<file path="src/rtl/accel_kalman_velocity_integrator_core_assert.svh">
// Assertion macros for the Kalman velocity integrator core.
// Included by the top level; no other dependencies.
`ifndef ACCEL_KALMAN_VELOCITY_INTEGRATOR_CORE_ASSERT_SVH
`define ACCEL_KALMAN_VELOCITY_INTEGRATOR_CORE_ASSERT_SVH

// clocked assertion, ignored during reset
`define KVI_ASSERT(lbl, prop, msg) \
   lbl: assert property (@(posedge clock) disable iff (reset) prop) else $error(msg);

// implication form
`define KVI_ASSERT_IMP(lbl, pre, post, msg) \
   lbl: assert property (@(posedge clock) disable iff (reset) (pre) |-> (post)) else $error(msg);

`endif

</file>
<file path="src/rtl/kvi_pkg.sv">
// Shared types and constants for the Kalman velocity integrator.
// No dependencies.
`timescale 1ns / 1ps

package kvi_pkg;
   localparam int AXIS_COUNT = 3;
   localparam int CSR_IDX_W  = 8;

   localparam logic [CSR_IDX_W-1:0] CFG_Q     = 8'd0;
   localparam logic [CSR_IDX_W-1:0] CFG_R     = 8'd1;
   localparam logic [CSR_IDX_W-1:0] CFG_P0    = 8'd2;
   localparam logic [CSR_IDX_W-1:0] CFG_OFF_X = 8'd3;
   localparam logic [CSR_IDX_W-1:0] CFG_OFF_Y = 8'd4;
   localparam logic [CSR_IDX_W-1:0] CFG_OFF_Z = 8'd5;

   localparam logic [15:0] Q_RST  = 16'd256;
   localparam logic [15:0] R_RST  = 16'd1280;
   localparam logic [15:0] P0_RST = 16'd26;
   localparam logic signed [15:0] OFF_Z_RST = 16'sd2048;
   localparam logic signed [31:0] EST_Z_RST = 32'sh0800_0000;

   localparam logic signed [47:0] VEL_MAX = 48'sh7FFF_FFFF_FFFF;
   localparam logic signed [47:0] VEL_MIN = 48'sh8000_0000_0000;

   typedef struct packed {
      logic start;
      logic load_p;
   } kvi_ctrl_type;
endpackage

</file>
<file path="src/rtl/kvi_div.sv">
// Restoring divider: 17 quotient bits of (p << 16) / den, one bit per cycle.
// Uses no package items.
`timescale 1ns / 1ps

module kvi_div (
   input  logic        clock,
   input  logic        reset,
   input  logic        start,
   input  logic [31:0] p,
   input  logic [32:0] den,
   output logic        done,
   output logic [16:0] quo
);
   logic [33:0] rem_ff, rem_in;
   logic [16:0] quo_ff, quo_in;
   logic [16:0] nb_ff, nb_in;
   logic [4:0]  cnt_ff, cnt_in;
   logic        run_ff, run_in;
   logic        done_ff, done_in;
   logic [33:0] trial;

   always_comb begin
      rem_in  = rem_ff;
      quo_in  = quo_ff;
      nb_in   = nb_ff;
      cnt_in  = cnt_ff;
      run_in  = run_ff;
      done_in = 1'b0;
      trial   = {rem_ff[32:0], nb_ff[16]};
      if (start) begin
         rem_in = {3'b000, p[31:1]};
         nb_in  = {p[0], 16'h0000};
         cnt_in = 5'd0;
         run_in = 1'b1;
         quo_in = '0;
      end else if (run_ff) begin
         nb_in = {nb_ff[15:0], 1'b0};
         if (trial >= {1'b0, den}) begin
            rem_in = trial - {1'b0, den};
            quo_in = {quo_ff[15:0], 1'b1};
         end else begin
            rem_in = trial;
            quo_in = {quo_ff[15:0], 1'b0};
         end
         cnt_in = cnt_ff + 5'd1;
         if (cnt_ff == 5'd16) begin
            run_in  = 1'b0;
            done_in = 1'b1;
         end
      end
   end

   always_ff @(posedge clock) begin
      rem_ff <= rem_in;
      quo_ff <= quo_in;
      nb_ff  <= nb_in;
      cnt_ff <= cnt_in;
      if (reset) begin
         run_ff  <= 1'b0;
         done_ff <= 1'b0;
      end else begin
         run_ff  <= run_in;
         done_ff <= done_in;
      end
   end

   assign done = done_ff;
   assign quo  = quo_ff;
endmodule

</file>
<file path="src/rtl/kvi_lane.sv">
// One axis: scalar Kalman step and saturating trapezoid velocity sum.
// Depends on kvi_pkg and kvi_div.
`timescale 1ns / 1ps

module kvi_lane (
   input  logic                 clock,
   input  logic                 reset,
   input  kvi_pkg::kvi_ctrl_type ctrl,
   input  logic signed [15:0]   sample,
   input  logic [15:0]          dt,
   input  logic [15:0]          q,
   input  logic [15:0]          r,
   input  logic [15:0]          p0,
   input  logic signed [15:0]   offset,
   input  logic signed [31:0]   est_rst,
   output logic                 done,
   output logic signed [15:0]   filt,
   output logic signed [47:0]   speed
);
   import kvi_pkg::*;

   localparam logic [2:0] S_IDLE = 3'd0;
   localparam logic [2:0] S_PRED = 3'd1;
   localparam logic [2:0] S_DIV  = 3'd2;
   localparam logic [2:0] S_UPD  = 3'd3;
   localparam logic [2:0] S_FILT = 3'd4;
   localparam logic [2:0] S_MUL  = 3'd5;
   localparam logic [2:0] S_SAT  = 3'd6;

   logic [2:0]  st_ff, st_in;
   logic signed [31:0] est_ff, est_in;
   logic [31:0] cov_ff, cov_in;
   logic signed [15:0] prev_ff, prev_in;
   logic signed [47:0] vel_ff, vel_in;
   logic signed [15:0] smp_ff;
   logic [15:0] dt_ff;
   logic [31:0] p_ff;
   logic [32:0] den_ff;
   logic [15:0] g_ff;
   logic signed [49:0] pe_ff;
   logic [48:0] pp_ff;
   logic signed [15:0] filt_ff;
   logic signed [17:0] sum_ff;
   logic signed [34:0] term_ff;
   logic        done_ff;

   logic        div_start, div_done;
   logic [16:0] div_quo;
   logic [32:0] psum;
   logic signed [32:0] diff;
   logic signed [31:0] est_new;
   logic signed [15:0] filt_new;
   logic signed [48:0] vsum;

   function automatic logic signed [16:0] sample_ext(input logic signed [15:0] s);
      sample_ext = {s[15], s};
   endfunction

   kvi_div u_div (
      .clock (clock),
      .reset (reset),
      .start (div_start),
      .p     (p_ff),
      .den   (den_ff),
      .done  (div_done),
      .quo   (div_quo)
   );

   assign psum      = {1'b0, cov_ff} + {9'd0, q, 8'd0};
   assign div_start = (st_ff == S_PRED);
   assign diff      = {sample_ext(smp_ff), 16'h0000} - {est_ff[31], est_ff};
   assign est_new   = est_ff + pe_ff[47:16];
   assign filt_new  = est_new[31:16] +
                      16'((est_new[31] && (est_new[15:0] != 16'h0000)) ? 1 : 0);
   assign vsum      = {vel_ff[47], vel_ff} + 49'(term_ff);

   always_comb begin
      st_in   = st_ff;
      est_in  = est_ff;
      cov_in  = cov_ff;
      prev_in = prev_ff;
      vel_in  = vel_ff;
      unique case (st_ff)
         S_IDLE: if (ctrl.start) st_in = S_PRED;
         S_PRED: st_in = S_DIV;
         S_DIV:  if (div_done) st_in = S_UPD;
         S_UPD:  st_in = S_FILT;
         S_FILT: begin
            est_in = est_new;
            cov_in = pp_ff[47:16];
            st_in  = S_MUL;
         end
         S_MUL:  st_in = S_SAT;
         S_SAT: begin
            if (vsum[48] != vsum[47]) begin
               vel_in = vsum[48] ? VEL_MIN : VEL_MAX;
            end else begin
               vel_in = vsum[47:0];
            end
            prev_in = filt_ff;
            st_in   = S_IDLE;
         end
         default: st_in = S_IDLE;
      endcase
      if (ctrl.load_p) cov_in = {8'd0, p0, 8'd0};
   end

   always_ff @(posedge clock) begin
      if (st_ff == S_IDLE && ctrl.start) begin
         smp_ff <= sample;
         dt_ff  <= dt;
         p_ff   <= psum[32] ? 32'hFFFF_FFFF : psum[31:0];
      end
      if (st_ff == S_PRED) den_ff <= {1'b0, p_ff} + {9'd0, r, 8'd0};
      if (div_done) begin
         if (den_ff == 33'd0)  g_ff <= 16'd0;
         else if (div_quo[16]) g_ff <= 16'hFFFF;
         else                  g_ff <= div_quo[15:0];
      end
      if (st_ff == S_UPD) begin
         pe_ff <= $signed({1'b0, g_ff}) * diff;
         pp_ff <= (17'h10000 - {1'b0, g_ff}) * p_ff;
      end
      if (st_ff == S_FILT) begin
         filt_ff <= filt_new;
         sum_ff  <= 18'(filt_new) + 18'(prev_ff) - (18'(offset) <<< 1);
      end
      if (st_ff == S_MUL) term_ff <= sum_ff * $signed({1'b0, dt_ff});
      if (reset) begin
         st_ff   <= S_IDLE;
         est_ff  <= est_rst;
         cov_ff  <= {8'd0, P0_RST, 8'd0};
         prev_ff <= '0;
         vel_ff  <= '0;
         done_ff <= 1'b0;
      end else begin
         st_ff   <= st_in;
         est_ff  <= est_in;
         cov_ff  <= cov_in;
         prev_ff <= prev_in;
         vel_ff  <= vel_in;
         done_ff <= (st_ff == S_SAT);
      end
   end

   assign done  = done_ff;
   assign filt  = prev_ff;
   assign speed = vel_ff;
endmodule
</file>
<file path="config.mk">
export PLATFORM = sky130hd
export DESIGN_NAME = kvi_lane
export DESIGN_NICKNAME = d
export VERILOG_FILES = /design/src/rtl/accel_kalman_velocity_integrator_core_assert.svh /design/src/rtl/kvi_pkg.sv /design/src/rtl/kvi_div.sv /design/src/rtl/kvi_lane.sv
export SDC_FILE = /design/constraint.sdc
export NUM_CORES = 2
export LEC_CHECK = 0
export BUFFER_PORTS_ARGS = -buffer_cell sky130_fd_sc_hd__buf_2
export CAP_MARGIN = 20
export CORE_AREA = 3 3 565 287
export DETAILED_ROUTE_END_ITERATION = 8
export DIE_AREA = 0 0 568 290
export PLACE_DENSITY = 0.61
export RECOVER_POWER = 50
export REMOVE_ABC_BUFFERS = 1
export SLEW_MARGIN = 20
export SYNTH_ARGS = -nofsm -noshare
export SYNTH_HDL_FRONTEND = slang
export SYNTH_SLANG_ARGS = --single-unit
</file>
<file path="constraint.sdc">
create_clock -name clock -period 10.9 [get_ports clock]
set_input_delay 0.545 -clock clock [delete_from_list [all_inputs] [get_ports clock]]
set_output_delay 0.545 -clock clock [all_outputs]
set_load 0.01 [all_outputs]
</file>
# ---- Word level (Yosys, flattened, before mapping)
# Cells that the tools add are included.
dict set report classes {
  add_sub_neg 11
  mul 3
  magnitude_cmp 1
  eq_ne 10
  muxes 21
  n_bitwise 1
  reduce_logical 11
}
# cell n
set op_table {}
lappend op_table {{2-to-1 mux 48 bit} 2}
lappend op_table {{adder 32 x 24 -> 33 bit} 2}
lappend op_table {{2-to-1 mux 32 bit} 2}
lappend op_table {{2-to-1 mux 31 bit} 2}
lappend op_table {{adder 48 x 35 -> 49 bit} 1}
lappend op_table {{multiplier 17 x 33 -> 48 bit} 1}
lappend op_table {{multiplier 18 x 33 -> 48 bit} 1}
lappend op_table {{2-to-1 mux 24 bit} 2}
lappend op_table {{multiplier 18 x 17 -> 35 bit} 1}
lappend op_table {{>= comparator 34 x 33 -> 1 bit} 1}
lappend op_table {{2-to-1 mux 17 bit} 2}
lappend op_table {{zero test 33 bit} 1}
lappend op_table {{2-to-1 mux 33 bit} 1}
lappend op_table {{subtractor 32 x 32 -> 33 bit} 1}
lappend op_table {{subtractor 33 bit} 1}
lappend op_table {{adder 32 bit} 1}
lappend op_table {{case mux 3 bit (6 select lines)} 1}
lappend op_table {{subtractor 17 x 16 -> 18 bit, first input constant} 1}
lappend op_table {{subtractor 17 x 17 -> 18 bit} 1}
lappend op_table {{adder 16 x 16 -> 17 bit} 1}
lappend op_table {{adder 16 x 1 -> 16 bit} 1}
lappend op_table {{2-to-1 mux 16 bit} 1}
lappend op_table {{nonzero test 16 bit} 1}
lappend op_table {{== test 3 bit, second input constant} 3}
lappend op_table {{16 further kinds} 26}
dict set report word_totals {
  register_bits 468
  input_bits 132
  out_inout_bits 65
  elab_cells 82
}

# ---- Longest topological paths before layout
dict set report depth {
  word_depth 7
  ltp_mapped 35
  mapped_depth_nobuf 34
}

# ---- By module
# From an unflattened synthesis, not the netlist that was laid out.
dict set report hier_totals {
  hier_cells 7818
  hier_area_um2 71339.7
}
# mod instances cells_per_inst area_each_um2 seq_area_each_um2
set by_module_without_submodules {}
lappend by_module_without_submodules {kvi_lane 1 7306 66745.3 10349.9}
lappend by_module_without_submodules {kvi_div 1 512 4594.4 1481.4}

# ---- Least setup slack after synthesis
# Ideal clock, no wire load.
dict set report synth_path {
  kind {register to register}
  start {register est_ff[5]}
  end {register pe_ff[41], data pin}
  setup_ns 0.260
  arrival_time_ns 8.176
  required_ns 10.640
  path_slack_ns 2.463
  path_stages_with_launch 34
  n_path_buf 1
  period_less_slack_ns 8.437
  path_cell_list {edfxtp_1 -> or4_1 -> nor3_1 -> nor3b_2 -> a31o_2 -> a21oi_1 -> o21bai_1 -> a21oi_1 -> o21bai_1 -> a21oi_1 -> xnor2_1 -> clkbuf_1 -> nand2_1 -> fa_1 -> fa_1 -> fa_1 -> inv_1 -> fa_1 -> fa_1 -> inv_1 -> fa_1 -> inv_1 -> ha_1 -> a21o_1 -> a21o_1 -> a21oi_1 -> o21ai_0 -> a221o_1 -> o21ai_0 -> a21boi_0 -> o21a_1 -> o21a_1 -> mux2i_1 -> nand2_1}
}
dict set report synth_between {
  elab_chain_cells 2
}
# element line_no
set synth_rtl {}
lappend synth_rtl {{start, declared} kvi_lane.sv:31} ;# logic signed [31:0] est_ff, est_in;
lappend synth_rtl {{start signal, assigned} kvi_lane.sv:131} ;# est_ff <= est_rst;
lappend synth_rtl {{start signal, assigned} kvi_lane.sv:138} ;# est_ff <= est_in;
lappend synth_rtl {{subtractor 32 x 32 -> 33 bit} kvi_lane.sv:71} ;# assign diff = {sample_ext(smp_ff), 16'h0000} - {est_ff[31], est_ff};
lappend synth_rtl {{multiplier 17 x 33 -> 48 bit} kvi_lane.sv:121} ;# pe_ff <= $signed({1'b0, g_ff}) * diff;
lappend synth_rtl {{end signal, assigned} kvi_lane.sv:121}
lappend synth_rtl {{end, declared} kvi_lane.sv:40} ;# logic signed [49:0] pe_ff;
# Every way passes these cells.
# A chain may end at the register's enable or synchronous reset.

# ---- Worst setup path in the final report
dict set report layout_path {
  start {register est_ff[0]}
  end {register pe_ff[46], data pin}
}
# The elaborated chain is that of the path after synthesis.

==> impl_results.md <==
* Netlist cell types at 80
* Sink Count at 436
* Mux contribution to synthesized area at 0.770%
* Crit path launch type: register
* I/O Pins at 197
* Failing checks: capacitance limit, slew limit
* Simple logic cell fraction of the synthesized area at 15.1%
* Crit-path slowest cell: a2111oi_0
* GRT overflow at 0
* CTS root buf: clkbuf_16
* Core box area at 157,000 um2
* Compound-Gate Fraction of Synth Area at 8.09%
* Largest family of logic cells by synthesized area: adder cells
* Layout cells sized above 1 at 5.02%
* Syn Inst Count at 7,815
* CTS Buf Count at 47
* Async SR Flop Fraction at 0%
* Post-synthesis register bit count at 436
* Main synth FF type: edfxtp_1
* Clock latency on the worst-skew pair at 0.66 ns
* CP bufs+invs at 5
* Hold EP: smp_ff[6]
* Crit path top cell by count: fa_1
* Avg Inst Size Synth at 9.04 um2
* Post-route ant nets at 0
* Clk pin slew, worst setup/hold paths at 0.07 ns
* Worst-margin pin slew at 5.13 ns
* Port Buffers at 196
* XOR/XNOR Fraction of Synth Area at 3.93%
* Adder-Cell Fraction of Synth Area at 44.7%
* Largest net degree at the start of global routing at 66
* Die width at 568 um
* Slew Viols, Final at 488
* Slew HR at -242%
* Row Count at 103
* Initial antenna violation count at 8
* FF-to-FF setup slack at 1.39 ns
* First-pass GRT wire length at 304,000 um
* Dpl hpwl at 145,000 um
* FF-to-FF Start: est_ff[0]
* Minimum clock period at 9.51 ns
* Endpoint type of the worst setup path: register
* Nets@finish at 9,731
* H-tree levels at 2
* Yosys warns at 0
* Area contributors post-synth: fa_1 35%, edfxtp_1 13%, ha_1 9.3%
* Synth top area share at 35.2%
* Hold Fails Final Rpt at 0
* # DRC at 0
* Max-cap violations at 11
* Die area at 165,000 um2
* Path depth of the worst reg2reg path at 31
* Hold_sp: sample[6]
* CTS max path bufs at 3
* TritonRoute pass-1 iters at 6
* R2R Path End: pe_ff[46]
* Outcome: finished with violations
* WP data arrival at 9.92 ns
* DR WL/cell at 18.8 um
* F_max at 0.105 GHz
* Starting Density at 44.9%
* Largest stage delay, worst path at 0.78 ns
* Vias at 51,800
* Hold/Removal Path Class: in -> reg
* Post-synthesis sequential area ratio at 16.7%
* Vias/cell at 5.19
* Final period util at 87.3%
* Clock Skews at 0.0454 ns
* Worst Path Class, Setup: reg -> reg
* Final TNS setup at 0 ns
* Routed Wire Length at 188,000 um
* Placement Setup Slack at 1.49 ns
* Drt initial violations at 3,291
* Final setup viols at 0
* Unrepaired setup endpoints after global routing: false
* Synth Cell Area at 70,700 um2
* Vias in the first global route at 54,200
* Die Y-Extent at 290 um
* P&R area growth vs syn at 6.92%
* Total track usage at 23.4%
* Crit-path max FO at 19
* Hold path cells at 1
* Area leader, netlist: fa_1
* Final WS setup at 1.39 ns
* Minimum hold slack at 0.0568 ns
* CTS tree: built
* GP Congestion at 0.891
* Number of enable flip-flop cells after synthesis at 310
* CP delay by family, top: adder cells
* Critical Path RT at 11.31 ns
==> Yosys cell counts, drive strengths merged (66+ instances only) <==
cell type  count
and2         476
inv         1666
xnor2        219
a21oi        339
ha           527
o21ai        192
nor2         329
dfxtp        126
xor2          97
nand2       1153
fa          1244
a21o         107
nor3          66
clkbuf       314
a211oi        66
edfxtp       310
==> metrics by stage <==
stage               instance area, um2  util (%)  cells
finish                           75600      48.0   9972
global route                     75600      48.0   9972
CTS                              75700      48.1   9966
detailed placement               74000      47.0   9877
global placement                 74000      47.0   9877
floorplan                        69400         -   7474
==> cells in the final DEF (no fill, tap or decap), types with 29 or more instances in the layout <==
cell type  netlist  layout
nand4_1         29      29
and2_1         476     471
o21a_1          34      34
clkbuf_1       314      86
a21oi_1        338     337
buf_2           14     130
clkbuf_16        0      47
o21ai_0        187     187
dfxtp_1        126     126
nor2_1         329     329
fa_1          1244    1244
xor2_1          97      90
nand2b_1        50      50
ha_1           527     526
nor2b_1         32      32
o21bai_1        30      30
nand3_1         52      52
a21o_1         107     107
buf_4            4      93
nand2_1       1153    1153
inv_1         1666    1666
xnor2_1        218     205
nor3_1          66      65
edfxtp_1       310     310
mux2i_1         33      33
a211oi_1        60      60
==> routing by layer <==
layer  GRT usage [%]  wire length [um]  vias up
met1            32.2             84000    26100
met2            38.8             88400     1318
li1                -                 -    24100
met4            6.89              6040        0
met5               0                 0        -
met3            2.84              9400      283
==> registers in the layout, indices dropped and copies added, names as in the netlist, 17 cells and up <==
register	flops
est_ff	32
den_ff	33
sum_ff	18
pe_ff	32
speed	48
cov_ff	32
p_ff	32
term_ff	35
pp_ff	32
u_div.quo	17
u_div.rem_ff	33
==> cells by family after synthesis <==
family | count (synthesis)
compound gates | 917
xor+xnor | 316
fa+ha+maj | 1778
buf+inv | 2008
flops | 436
mux | 52
simple gates | 2308
==> area by class of cell <==
cell class                 instances  area, um2
multi-input combinational       5371      51500
sequential                       436      11800
tap                             2100       2630
clock inverter                    29        415
timing repair buffer             305       1670
inverter                        1667       6260
antenna                            5       12.5
fill                           15100      81800
clock buffer                      59       1280
==> repair_timing <==
item,CTS,global route
hold buffers,1,0
hold endpoints to repair,1,0
resized for setup,0,0
setup endpoints to repair,0,0
setup buffers,0,0
==> worst reg2reg max path, delay by kind of cell, from the launching register on <==
kind | cells | cell delay, ns
AO/OA/AOI/OAI | 10 | 3.24
AND/OR/NAND/NOR | 7 | 1.40
buffers and inverters | 5 | 0.39
XOR/XNOR | 2 | 0.17
adder cells (fa/ha/maj) | 7 | 3.30
flip-flops | 1 | 0.77
==> worst max-delay path by stage <==
stage | from | to | slack, ns | depth (start not counted)
2_1_floorplan | g_ff[0] | pp_ff[41] | 1.77 | 30
4_1_cts | est_ff[0] | pe_ff[46] | 1.49 | 31
3_5_place_dp | est_ff[0] | pe_ff[46] | 1.49 | 31
5_1_grt | g_ff[5] | pp_ff[41] | 0.76 | 28
6_report | est_ff[0] | pe_ff[46] | 1.39 | 31
3_3_place_gp | est_ff[0] | pe_ff[46] | 1.53 | 31
Power is not shown: default switching activity piles up to over one toggle a cycle in this logic, so the estimate is an artifact.
